File: src/design/rwc_pkg.sv
package rwc_pkg;

    localparam int unsigned MAX_SCREEN = 2048;
    localparam int unsigned MAX_TEXW   = 1024;
    localparam int unsigned MAX_TEXL   = 10;
    localparam int unsigned DIR_FRAC   = 14;

    localparam logic [1:0] CFG_SCREEN_HEIGHT = 2'd0;
    localparam logic [1:0] CFG_TEXTURE_WIDTH = 2'd1;
    localparam logic [1:0] CFG_TEXTURE_LOG2  = 2'd2;

    localparam logic [1:0] REGION_CEILING = 2'd0;
    localparam logic [1:0] REGION_WALL    = 2'd1;
    localparam logic [1:0] REGION_FLOOR   = 2'd2;

    localparam logic [1:0] FACE_EAST  = 2'd0;
    localparam logic [1:0] FACE_WEST  = 2'd1;
    localparam logic [1:0] FACE_SOUTH = 2'd2;
    localparam logic [1:0] FACE_NORTH = 2'd3;

    // effective configuration, already clamped
    typedef struct packed {
        logic [11:0] height;
        logic [10:0] width;
        logic [3:0]  tex_log2;
    } cfg_t;

    // one queued item, dir and player already picked by hit side
    typedef struct packed {
        logic        is_row;
        logic [11:0] column;
        logic [31:0] wall_dist;
        logic        side;
        logic        sxp;
        logic        syp;
        logic [15:0] dir;
        logic [23:0] player;
    } cmd_t;

    // per-column values handed from setup to the row generator
    typedef struct packed {
        logic [11:0] column;
        logic [10:0] top;
        logic [10:0] bottom;
        logic [1:0]  face;
        logic [9:0]  tex_col;
    } col_t;

endpackage

File: src/design/rwc_if.sv
interface rwc_item_if;
    logic        valid;
    logic        ready;
    logic        mode;
    logic [11:0] column;
    logic [31:0] wall_distance;
    logic        hit_side;
    logic        step_x_positive;
    logic        step_y_positive;
    logic signed [15:0] dir_x;
    logic signed [15:0] dir_y;
    logic [23:0] player_x;
    logic [23:0] player_y;

    modport source (
        output valid, mode, column, wall_distance, hit_side, step_x_positive,
               step_y_positive, dir_x, dir_y, player_x, player_y,
        input  ready
    );
    modport sink (
        input  valid, mode, column, wall_distance, hit_side, step_x_positive,
               step_y_positive, dir_x, dir_y, player_x, player_y,
        output ready
    );
endinterface

interface rwc_result_if;
    logic        valid;
    logic        ready;
    logic [11:0] out_column;
    logic [10:0] row;
    logic [1:0]  region;
    logic [1:0]  face;
    logic [9:0]  tex_col;
    logic [9:0]  tex_row;
    logic        last_row;

    modport source (
        output valid, out_column, row, region, face, tex_col, tex_row, last_row,
        input  ready
    );
    modport sink (
        input  valid, out_column, row, region, face, tex_col, tex_row, last_row,
        output ready
    );
endinterface

interface rwc_cfg_if;
    logic        valid;
    logic        ready;
    logic [1:0]  addr;
    logic [11:0] data;

    modport source (output valid, addr, data, input ready);
    modport sink (input valid, addr, data, output ready);
endinterface

File: src/design/rwc_front.sv
module rwc_front (
    input  logic          clk,
    input  logic          rst_n,
    rwc_item_if.sink      item,
    output rwc_pkg::cmd_t head,
    output logic          head_valid,
    input  logic          head_pop
);
    import rwc_pkg::*;

    cmd_t       slot_reg [2];
    logic       wr_ptr_reg;
    logic       rd_ptr_reg;
    logic [1:0] count_reg;
    cmd_t       cmd;
    logic       push;
    logic       pop;

    always_comb
    begin
        cmd.is_row    = item.mode;
        cmd.column    = item.column;
        cmd.wall_dist = item.wall_distance;
        cmd.side      = item.hit_side;
        cmd.sxp       = item.step_x_positive;
        cmd.syp       = item.step_y_positive;
        cmd.dir       = item.hit_side ? item.dir_x : item.dir_y;
        cmd.player    = item.hit_side ? item.player_x : item.player_y;
    end

    assign item.ready = (count_reg != 2'd2);
    assign push       = item.valid && item.ready;
    assign pop        = head_pop && head_valid;
    assign head_valid = (count_reg != 2'd0);
    assign head       = slot_reg[rd_ptr_reg];

    always_ff @(posedge clk or negedge rst_n)
    begin
        if (!rst_n)
        begin
            wr_ptr_reg <= 1'b0;
            rd_ptr_reg <= 1'b0;
            count_reg  <= 2'd0;
        end
        else
        begin
            if (push)
                wr_ptr_reg <= ~wr_ptr_reg;
            if (pop)
                rd_ptr_reg <= ~rd_ptr_reg;
            count_reg <= count_reg + {1'b0, push} - {1'b0, pop};
        end
    end

    always_ff @(posedge clk)
    begin
        if (push)
            slot_reg[wr_ptr_reg] <= cmd;
    end

endmodule

File: src/design/rwc_setup.sv
module rwc_setup #(
    parameter int FRACTION_BITS = 16
) (
    input  logic                       clk,
    input  logic                       rst_n,
    input  logic                       start,
    input  rwc_pkg::cmd_t              cmd,
    input  rwc_pkg::cfg_t              cfg,
    output logic                       busy,
    output logic                       load,
    output rwc_pkg::col_t              col,
    output logic [FRACTION_BITS+10:0]  step,
    output logic [FRACTION_BITS+9:0]   pos
);
    import rwc_pkg::*;

    localparam int F  = FRACTION_BITS;
    localparam int DW = 12 + F;
    localparam int SW = F + 11;
    localparam int PW = F + 10;
    localparam int PL = DIR_FRAC + F;
    localparam int CW = $clog2(DW + 1);

    typedef enum logic [5:0] {
        S_IDLE = 6'b000001,
        S_DIVH = 6'b000010,
        S_SPAN = 6'b000100,
        S_DIVS = 6'b001000,
        S_MUL  = 6'b010000,
        S_DONE = 6'b100000
    } state_t;

    state_t        state_reg;
    logic [CW-1:0] cnt_reg;
    cmd_t          cmd_reg;
    logic [DW-1:0] num_reg;
    logic [31:0]   rem_reg;
    logic [31:0]   den_reg;
    logic [47:0]   prod_reg;
    logic [10:0]   tx_reg;
    logic [10:0]   top_reg;
    logic [10:0]   bot_reg;
    logic [PW-1:0] mula_reg;
    logic [PW-1:0] mulb_reg;
    logic [PW-1:0] acc_reg;
    logic [SW-1:0] step_reg;

    logic [32:0]   rem_sh;
    logic          ge;
    logic [32:0]   rem_sub;
    logic [31:0]   rem_new;
    logic [DW-1:0] num_new;
    logic [63:0]   q64;
    logic [31:0]   hei;
    logic [30:0]   half_w;
    logic [10:0]   half_h;
    logic [31:0]   bot_sum;
    logic [11:0]   h_m1;
    logic [63:0]   pos_rows;
    logic [16:0]   mag17;
    logic [PL-1:0] sprod;
    logic [F-1:0]  frac;
    logic [F+10:0] txp;
    logic          mirror;
    logic [10:0]   tcol11;
    logic          div_last;
    logic          mul_last;

    // restoring divider, one quotient bit per cycle
    always_comb
    begin
        rem_sh  = {rem_reg, num_reg[DW-1]};
        ge      = rem_sh >= {1'b0, den_reg};
        rem_sub = rem_sh - {1'b0, den_reg};
        rem_new = ge ? rem_sub[31:0] : rem_sh[31:0];
        num_new = {num_reg[DW-2:0], ge};
    end

    // wall height from first quotient, saturating
    always_comb
    begin
        q64     = 64'(num_reg);
        hei     = ((cmd_reg.wall_dist == 32'd0) || (q64 > 64'hFFFF_FFFF)) ? 32'hFFFF_FFFF
                                                                          : q64[31:0];
        half_w  = hei[31:1];
        half_h  = cfg.height[11:1];
        h_m1    = cfg.height - 12'd1;
        bot_sum = {1'b0, half_w} + {21'd0, half_h};
        if ({20'd0, h_m1} < bot_sum)
            bot_sum = {20'd0, h_m1};
        pos_rows = (half_w >= {20'd0, half_h}) ? 64'(half_w - {20'd0, half_h}) : 64'd0;
    end

    // texture column from the hit fraction
    always_comb
    begin
        mag17  = cmd_reg.dir[15] ? (17'h10000 - {1'b0, cmd_reg.dir}) : {1'b0, cmd_reg.dir};
        sprod  = cmd_reg.dir[15] ? (PL'(0) - prod_reg[PL-1:0]) : prod_reg[PL-1:0];
        frac   = cmd_reg.player[F-1:0] + sprod[PL-1:DIR_FRAC];
        txp    = (F+11)'(frac) * (F+11)'(cfg.width);
        mirror = (!cmd_reg.side && cmd_reg.sxp) || (cmd_reg.side && !cmd_reg.syp);
        tcol11 = mirror ? (cfg.width - tx_reg - 11'd1) : tx_reg;
    end

    assign div_last = (cnt_reg == CW'(DW - 1));
    assign mul_last = (cnt_reg == CW'(PW - 1));

    always_ff @(posedge clk or negedge rst_n)
    begin
        if (!rst_n)
        begin
            state_reg <= S_IDLE;
            cnt_reg   <= '0;
        end
        else
        begin
            case (state_reg)
                S_IDLE:
                begin
                    cnt_reg <= '0;
                    if (start)
                        state_reg <= S_DIVH;
                end
                S_DIVH:
                begin
                    cnt_reg <= cnt_reg + CW'(1);
                    if (div_last)
                        state_reg <= S_SPAN;
                end
                S_SPAN:
                begin
                    cnt_reg   <= '0;
                    state_reg <= S_DIVS;
                end
                S_DIVS:
                begin
                    cnt_reg <= cnt_reg + CW'(1);
                    if (div_last)
                    begin
                        cnt_reg   <= '0;
                        state_reg <= S_MUL;
                    end
                end
                S_MUL:
                begin
                    cnt_reg <= cnt_reg + CW'(1);
                    if (mul_last)
                        state_reg <= S_DONE;
                end
                S_DONE:
                    state_reg <= S_IDLE;
                default:
                    state_reg <= S_IDLE;
            endcase
        end
    end

    always_ff @(posedge clk)
    begin
        prod_reg <= {16'd0, cmd_reg.wall_dist} * {32'd0, mag17[15:0]};
        tx_reg   <= txp[F+10:F];
        case (state_reg)
            S_IDLE:
            begin
                if (start)
                begin
                    cmd_reg <= cmd;
                    num_reg <= DW'(cfg.height) << F;
                    rem_reg <= '0;
                    den_reg <= cmd.wall_dist;
                end
            end
            S_DIVH, S_DIVS:
            begin
                num_reg <= num_new;
                rem_reg <= rem_new;
                if (state_reg == S_DIVS && div_last)
                begin
                    step_reg <= num_new[SW-1:0];
                    mulb_reg <= num_new[PW-1:0];
                    acc_reg  <= '0;
                end
            end
            S_SPAN:
            begin
                top_reg  <= (half_w >= {20'd0, half_h}) ? 11'd0 : (half_h - half_w[10:0]);
                bot_reg  <= bot_sum[10:0];
                mula_reg <= pos_rows[PW-1:0];
                num_reg  <= DW'(1) << (6'(cfg.tex_log2) + 6'(F));
                rem_reg  <= '0;
                den_reg  <= (hei == 32'd0) ? 32'd1 : hei;
            end
            S_MUL:
            begin
                // shift-add start position, modulo the bits that reach the texture row
                if (mula_reg[0])
                    acc_reg <= acc_reg + mulb_reg;
                mula_reg <= mula_reg >> 1;
                mulb_reg <= mulb_reg << 1;
            end
            default:
            begin
            end
        endcase
    end

    assign busy = (state_reg != S_IDLE);
    assign load = (state_reg == S_DONE);

    always_comb
    begin
        col.column  = cmd_reg.column;
        col.top     = top_reg;
        col.bottom  = bot_reg;
        col.face    = cmd_reg.side ? (cmd_reg.syp ? FACE_SOUTH : FACE_NORTH)
                                   : (cmd_reg.sxp ? FACE_EAST : FACE_WEST);
        col.tex_col = tcol11[9:0];
    end

    assign step = step_reg;
    assign pos  = acc_reg;

endmodule

File: src/design/rwc_rows.sv
module rwc_rows #(
    parameter int FRACTION_BITS = 16
) (
    input  logic                      clk,
    input  logic                      rst_n,
    input  logic                      load,
    input  rwc_pkg::col_t             col,
    input  logic [FRACTION_BITS+10:0] step,
    input  logic [FRACTION_BITS+9:0]  pos,
    input  rwc_pkg::cfg_t             cfg,
    input  logic                      row_req,
    output logic                      row_pop,
    rwc_result_if.source              result
);
    import rwc_pkg::*;

    localparam int F  = FRACTION_BITS;
    localparam int PW = F + 10;

    col_t          col_reg;
    logic [F+10:0] step_reg;
    logic [PW-1:0] pos_reg;
    logic [10:0]   row_reg;
    logic          active_reg;
    logic          out_valid_reg;

    logic [1:0]    region;
    logic [10:0]   mask11;
    logic [9:0]    trow;
    logic          last;
    logic          emit;

    always_comb
    begin
        mask11 = (11'd1 << cfg.tex_log2) - 11'd1;
        trow   = pos_reg[PW-1:F] & mask11[9:0];
        last   = ({1'b0, row_reg} >= (cfg.height - 12'd1));
        if (row_reg < col_reg.top)
            region = REGION_CEILING;
        else if (row_reg > col_reg.bottom)
            region = REGION_FLOOR;
        else
            region = REGION_WALL;
    end

    assign row_pop = row_req && (!out_valid_reg || result.ready);
    // a row with no column set up is dropped
    assign emit    = row_pop && active_reg;

    always_ff @(posedge clk or negedge rst_n)
    begin
        if (!rst_n)
        begin
            active_reg    <= 1'b0;
            out_valid_reg <= 1'b0;
            row_reg       <= '0;
        end
        else
        begin
            if (load)
            begin
                active_reg <= 1'b1;
                row_reg    <= '0;
            end
            else if (emit)
            begin
                if (last)
                    active_reg <= 1'b0;
                else
                    row_reg <= row_reg + 11'd1;
            end
            if (emit)
                out_valid_reg <= 1'b1;
            else if (result.ready)
                out_valid_reg <= 1'b0;
        end
    end

    always_ff @(posedge clk)
    begin
        if (load)
        begin
            col_reg  <= col;
            step_reg <= step;
            pos_reg  <= pos;
        end
        else if (emit && region == REGION_WALL)
            pos_reg <= pos_reg + step_reg[PW-1:0];
        if (emit)
        begin
            result.out_column <= col_reg.column;
            result.row        <= row_reg;
            result.region     <= region;
            result.face       <= col_reg.face;
            result.tex_col    <= (region == REGION_WALL) ? col_reg.tex_col : 10'd0;
            result.tex_row    <= (region == REGION_WALL) ? trow : 10'd0;
            result.last_row   <= last;
        end
    end

    assign result.valid = out_valid_reg;

endmodule

File: src/design/raycast_wall_column_texcoord.sv
// setup beat: the shared one-bit-per-cycle divider (height, then texture step), then the
// serial start multiply
// row beat: one per cycle while the output side is ready and no setup runs, each result registered on acceptance
// a two-beat queue lets items be taken while setup or the output side stalls
// reset: screen height 480, texture width 64, texture height log2 6, no column active
module raycast_wall_column_texcoord #(
    parameter int FRACTION_BITS = 16
) (
    input  logic          clk,
    input  logic          rst_n,
    rwc_item_if.sink      item,
    rwc_result_if.source  result,
    rwc_cfg_if.sink       cfg
);
    import rwc_pkg::*;

    logic [11:0] screen_height_reg;
    logic [10:0] texture_width_reg;
    logic [3:0]  texture_log2_reg;
    cfg_t        cfg_eff;

    cmd_t        head;
    logic        head_valid;
    logic        head_pop;
    logic        setup_start;
    logic        busy;
    logic        load;
    col_t        col;
    logic [FRACTION_BITS+10:0] step;
    logic [FRACTION_BITS+9:0]  pos;
    logic        row_req;
    logic        row_pop;

    assign cfg.ready = 1'b1;

    always_ff @(posedge clk or negedge rst_n)
    begin
        if (!rst_n)
        begin
            screen_height_reg <= 12'd480;
            texture_width_reg <= 11'd64;
            texture_log2_reg  <= 4'd6;
        end
        else if (cfg.valid)
        begin
            case (cfg.addr)
                CFG_SCREEN_HEIGHT: screen_height_reg <= cfg.data;
                CFG_TEXTURE_WIDTH: texture_width_reg <= cfg.data[10:0];
                CFG_TEXTURE_LOG2:  texture_log2_reg  <= cfg.data[3:0];
                default:
                begin
                end
            endcase
        end
    end

    always_comb
    begin
        if (screen_height_reg == 12'd0)
            cfg_eff.height = 12'd1;
        else if (screen_height_reg > 12'(MAX_SCREEN))
            cfg_eff.height = 12'(MAX_SCREEN);
        else
            cfg_eff.height = screen_height_reg;
        if (texture_width_reg == 11'd0)
            cfg_eff.width = 11'd1;
        else if (texture_width_reg > 11'(MAX_TEXW))
            cfg_eff.width = 11'(MAX_TEXW);
        else
            cfg_eff.width = texture_width_reg;
        cfg_eff.tex_log2 = (texture_log2_reg > 4'(MAX_TEXL)) ? 4'(MAX_TEXL) : texture_log2_reg;
    end

    rwc_front u_front (
        .clk        (clk),
        .rst_n      (rst_n),
        .item       (item),
        .head       (head),
        .head_valid (head_valid),
        .head_pop   (head_pop)
    );

    // rows wait until the column set up ahead of them is loaded
    assign setup_start = head_valid && !head.is_row && !busy;
    assign row_req     = head_valid && head.is_row && !busy;
    assign head_pop    = setup_start || row_pop;

    rwc_setup #(
        .FRACTION_BITS (FRACTION_BITS)
    ) u_setup (
        .clk   (clk),
        .rst_n (rst_n),
        .start (setup_start),
        .cmd   (head),
        .cfg   (cfg_eff),
        .busy  (busy),
        .load  (load),
        .col   (col),
        .step  (step),
        .pos   (pos)
    );

    rwc_rows #(
        .FRACTION_BITS (FRACTION_BITS)
    ) u_rows (
        .clk     (clk),
        .rst_n   (rst_n),
        .load    (load),
        .col     (col),
        .step    (step),
        .pos     (pos),
        .cfg     (cfg_eff),
        .row_req (row_req),
        .row_pop (row_pop),
        .result  (result)
    );

endmodule
File: src/flat_wrapper.sv
// flat-port wrapper written by rule: the top's interface ports become plain ports
module raycast_wall_column_texcoord_flat import rwc_pkg::*;
#(
    parameter int FRACTION_BITS = 16
)
  (clk, rst_n, item_valid, item_mode, item_column, item_wall_distance, item_hit_side, item_step_x_positive, item_step_y_positive, item_dir_x, item_dir_y, item_player_x, item_player_y, item_ready, result_valid, result_out_column, result_row, result_region, result_face, result_tex_col, result_tex_row, result_last_row, result_ready, cfg_valid, cfg_addr, cfg_data, cfg_ready);
  rwc_item_if item_i ();
  rwc_result_if result_i ();
  rwc_cfg_if cfg_i ();
  input  logic clk;
  input  logic rst_n;
  input wire logic [$bits(item_i.valid)-1:0] item_valid;
  input wire logic [$bits(item_i.mode)-1:0] item_mode;
  input wire logic [$bits(item_i.column)-1:0] item_column;
  input wire logic [$bits(item_i.wall_distance)-1:0] item_wall_distance;
  input wire logic [$bits(item_i.hit_side)-1:0] item_hit_side;
  input wire logic [$bits(item_i.step_x_positive)-1:0] item_step_x_positive;
  input wire logic [$bits(item_i.step_y_positive)-1:0] item_step_y_positive;
  input wire logic [$bits(item_i.dir_x)-1:0] item_dir_x;
  input wire logic [$bits(item_i.dir_y)-1:0] item_dir_y;
  input wire logic [$bits(item_i.player_x)-1:0] item_player_x;
  input wire logic [$bits(item_i.player_y)-1:0] item_player_y;
  output wire logic [$bits(item_i.ready)-1:0] item_ready;
  output wire logic [$bits(result_i.valid)-1:0] result_valid;
  output wire logic [$bits(result_i.out_column)-1:0] result_out_column;
  output wire logic [$bits(result_i.row)-1:0] result_row;
  output wire logic [$bits(result_i.region)-1:0] result_region;
  output wire logic [$bits(result_i.face)-1:0] result_face;
  output wire logic [$bits(result_i.tex_col)-1:0] result_tex_col;
  output wire logic [$bits(result_i.tex_row)-1:0] result_tex_row;
  output wire logic [$bits(result_i.last_row)-1:0] result_last_row;
  input wire logic [$bits(result_i.ready)-1:0] result_ready;
  input wire logic [$bits(cfg_i.valid)-1:0] cfg_valid;
  input wire logic [$bits(cfg_i.addr)-1:0] cfg_addr;
  input wire logic [$bits(cfg_i.data)-1:0] cfg_data;
  output wire logic [$bits(cfg_i.ready)-1:0] cfg_ready;
  assign item_i.valid = item_valid;
  assign item_i.mode = item_mode;
  assign item_i.column = item_column;
  assign item_i.wall_distance = item_wall_distance;
  assign item_i.hit_side = item_hit_side;
  assign item_i.step_x_positive = item_step_x_positive;
  assign item_i.step_y_positive = item_step_y_positive;
  assign item_i.dir_x = item_dir_x;
  assign item_i.dir_y = item_dir_y;
  assign item_i.player_x = item_player_x;
  assign item_i.player_y = item_player_y;
  assign item_ready = item_i.ready;
  assign result_valid = result_i.valid;
  assign result_out_column = result_i.out_column;
  assign result_row = result_i.row;
  assign result_region = result_i.region;
  assign result_face = result_i.face;
  assign result_tex_col = result_i.tex_col;
  assign result_tex_row = result_i.tex_row;
  assign result_last_row = result_i.last_row;
  assign result_i.ready = result_ready;
  assign cfg_i.valid = cfg_valid;
  assign cfg_i.addr = cfg_addr;
  assign cfg_i.data = cfg_data;
  assign cfg_ready = cfg_i.ready;
  raycast_wall_column_texcoord #(.FRACTION_BITS(FRACTION_BITS)) u_core (.clk(clk), .rst_n(rst_n), .item(item_i), .result(result_i), .cfg(cfg_i));
endmodule
File: config.mk
export PLATFORM = sky130hd
export DESIGN_NAME = raycast_wall_column_texcoord_flat
export DESIGN_NICKNAME = d
export VERILOG_FILES = /design/src/design/rwc_pkg.sv /design/src/design/rwc_if.sv /design/src/design/rwc_front.sv /design/src/design/rwc_setup.sv /design/src/design/rwc_rows.sv /design/src/design/raycast_wall_column_texcoord.sv /design/src/flat_wrapper.sv
export SDC_FILE = /design/constraint.sdc
export NUM_CORES = 2
export LEC_CHECK = 0
export BUFFER_PORTS_ARGS = -buffer_cell sky130_fd_sc_hd__buf_2
export CAP_MARGIN = 25
export CELL_PAD_IN_SITES_DETAIL_PLACEMENT = 2
export CELL_PAD_IN_SITES_GLOBAL_PLACEMENT = 2
export CORE_MARGIN = 10
export CORE_UTILIZATION = 39
export DETAILED_ROUTE_END_ITERATION = 8
export PLACE_DENSITY_LB_ADDON = 0.05
export SLEW_MARGIN = 25
export SYNTH_ARGS = -nofsm -noshare
export SYNTH_HDL_FRONTEND = slang
export SYNTH_SLANG_ARGS = --single-unit
File: constraint.sdc
create_clock -name clk -period 8.97 [get_ports clk]
set_clock_uncertainty 0.05 [all_clocks]
set_input_delay 1.794 -clock clk [delete_from_list [all_inputs] [get_ports clk]]
set_output_delay 1.794 -clock clk [all_outputs]
set_load 0.02 [all_outputs]
==> results by group <==
Logic synthesis
  • Synthesized area: roughly 0.05 sq mm
  • Post-Synthesis Cells: 4649
  • Ys flop type: edfxtp_1
  • Synth area leaders: edfxtp_1 (36%), fa_1 (16%), ha_1 (7.8%)
  • Synth Warn #: 0
  • Post-synth EDFFs: 603
  • Synth area leader: edfxtp_1
  • Sequential fraction of the synthesis area: 0.4045
  • Netlist cell types: between 80 and 90
  • Synth Register Bits: 698
  • Mapped Nets: 5515
  • Asr flop ratio synth: 0.07880
  • Synth top area share: 0.3610
  • Syn Area/Cell: 10.79 sq um

Drt
  • Residual DRC: 0
  • Final wirelength: between 150000 and 200000 um
  • First DRT Iteration DRCs: 2018
  • Via count: 35293
  • Routed len/inst: 23.77 um
  • Drt first pass iters: 6
  • ANT nets after route: 0
  • Post-DR vias/cell: 5.350

Critical path
  • RR Startpoint: u_core.u_setup.prod_reg[3]$_DFF_P_
  • Number of buffers and inverters on the critical path: 6
  • Crit-path most repeated cell: fa_1
  • Largest delay share family, worst path: adder cells
  • Worst reg2reg path endpoint: u_core.u_setup.tx_reg[9]$_DFF_P_
  • CP max stage cell: fa_1
  • Critical Path RT: 9520 ps
  • CP max FO: 11
  • CP max stage delay: 560 ps
  • Setup crit end kind: flip-flop
  • Crit path DAT: between 9000 and 10000 ps
  • Type of origin of the critical path: flip-flop
  • Reg2reg path depth: 36
  • Crit Path Category: flip-flop to flip-flop
  • R2R Setup Slk: roughly 380 ps

Floorplanning
  • Core area: 0.1277 sq mm
  • Initial Util: 0.3929
  • Num rows: 131
  • Die X-Extent: 378.7 um
  • Top Ports: 198
  • Die Y-Extent: about 380 um
  • Die ar.: 0.1434 sq mm

STA
  • Least-Margin Pin Slew: 1015 ps
  • Final Max Tran Viols: 0
  • Clock period minus worst slack: 8591 ps
  • Max frequency: 116.4 MHz
  • Final setup viols: 0
  • Relative slew slack: 0.3234
  • TNS Setup: 0 ps
  • Fin crit share: 0.9578
  • Hold Vio Cnt, Final: 0

GRT
  • Initial antenna violation count: 10
  • GRT Overall Usage: 0.2194
  • Largest net degree at the start of global routing: 69
  • First-pass GRT wire length: 242800 um
  • Global route overflow: 0
  • Vias in the first global route: around 40000

Placed design
  • Port Buffer Count: 180
  • Placed Cells: 6433
  • Post-DP HPWL: 119100 um
  • GPL Wtd Cong: 0.8220
  • DP Area: about 0.053 sq mm

Finish
  • Number of flip-flops under the largest register name: 160
  • Post-Layout Cell Count: 6597
  • Commonest non-fill, non-tap cell in the layout: inv_1
  • Final nets: 5729
  • Area taken by flip-flops and latches: 0.02030 sq mm
  • Layout cell share with drive strength beyond 1: 0.1364
  • Multi-input gate area: between 0.02 and 0.03 sq mm
  • Design Area, Final: roughly 0.056 sq mm
  • Commonest cells after routing, fill and taps aside: inv_1 (611), edfxtp_1 (603), nand2_1 (529)
  • # fillers: 13220
  • P&R area growth vs syn: 12.59%

Min path
  • Hold Startpoint: u_core.u_setup.step[23]$_DFFE_PP_
  • Hold path depth: 0
  • Worst min-delay path class: flip-flop to flip-flop
  • Hold Crit Endpoint: u_core.u_rows.step_reg[23]$_DFFE_PP_

Clocking
  • Max H-tree Level: 3
  • Clk_lat worst skew: between 700 and 800 ps
  • Clk pin slew, worst setup/hold paths: about 60 ps
  • CTS sink cnt: 698
  • CTS Buf Count: 84
  • Clk buf depth: 3
  • Post-CTS Hold Buffers: 0
  • CTS tree: yes
  • Clk root buf: clkbuf_16

Flow run
  • Max-cap violations: 0

Status
  • Outcome: complete, no violations
## timing repair
action | 4_1_cts | 5_1_grt
buffers inserted | 0 | 5
endpoints found under the setup margin | 3 | 7
pin swaps | 1 | 14
gates resized for setup | 5 | 34
gates cloned | 0 | 0
endpoints found under the hold margin | 0 | 0
## synthesized netlist by cell type (47+ instances only)
library cell    n
mux2_2        151
inv_1         612
xor2_1         52
xnor2_1       168
nand2_1       530
nor3_1         87
nor2b_1        81
nand2b_1       53
clkbuf_1      143
fa_1          407
dfrtp_1        47
nor2_1        286
a21oi_1       160
nand3_1        56
o21ai_0       152
a21o_1         57
ha_1          312
and2_1        109
edfxtp_1      603
## final cells by class
type                            count  area share
Inverter                          615     0.04092
Multi-Input combinational cell   3159      0.4809
Clock buffer                      107     0.03945
Clock inverter                     50    0.009636
Sequential cell                   698      0.3594
Timing Repair Buffer              305     0.03281
Antenna cell                        1  0.00004431
Tap cell                         1662     0.03682
## cells by family after synthesis
logic type	count (synthesis)	share of synthesized area
xor gates and xnor gates	220	0.03841
muxes	197	0.04307
AOI/OAI and AO/OA	631	0.08146
and+or+nand+nor	1390	0.1320
adders and majority gates	719	0.2402
DFF	698	0.4045
other	2	0.0001497
buffers and inverters	792	0.06011
## worst max-delay path by stage
stage,startpoint,depth (start not counted),endpoint,slack [ps]
2_1_floorplan,u_core.u_setup.cmd_reg[39]$_DFFE_PP_,36,u_core.u_setup.tx_reg[9]$_DFF_P_,550
3_3_place_gp,u_core.u_setup.prod_reg[0]$_DFF_P_,37,u_core.u_setup.tx_reg[9]$_DFF_P_,20
3_5_place_dp,u_core.u_setup.prod_reg[0]$_DFF_P_,37,u_core.u_setup.tx_reg[9]$_DFF_P_,-230
4_1_cts,u_core.u_setup.prod_reg[0]$_DFF_P_,37,u_core.u_setup.tx_reg[9]$_DFF_P_,10
5_1_grt,u_core.u_setup.prod_reg[3]$_DFF_P_,36,u_core.u_setup.tx_reg[9]$_DFF_P_,-90
6_report,u_core.u_setup.prod_reg[3]$_DFF_P_,36,u_core.u_setup.tx_reg[9]$_DFF_P_,380
## worst register-to-register path, delay by kind of cell, from the launching register on
kind / cells / cell delay [ps]
compound gates: 10 / 1730
fa+ha+maj: 7 / 3140
xor+xnor: 3 / 430
flops: 1 / 310
buf+inv: 6 / 620
simple gates: 10 / 2260
## metrics by stage
stage / util / worst slack [ps] / hold WS, ps
CTS: 0.4407 / 12.63 / 359.8
global placement: 0.4188 / 20.99 / 350.3
floorplan: - / 548.0 / 350.3
detailed placement: 0.4190 / -234.6 / 355.6
finish: 0.4423 / 378.6 / 358.2
global route: 0.4423 / -93.05 / 372.4
## per-layer routing
metal	wire [um]	track usage	vias up
met5	42	0	-
met4	4340	0.06177	8
met3	6060	0.03103	201
met2	74900	0.3683	559
met1	71460	0.2947	18410
li1	-	-	16115
Power is left out: the tool's default activity adds up to more than one toggle a clock period on the data nets, which glitch-free logic cannot reach.
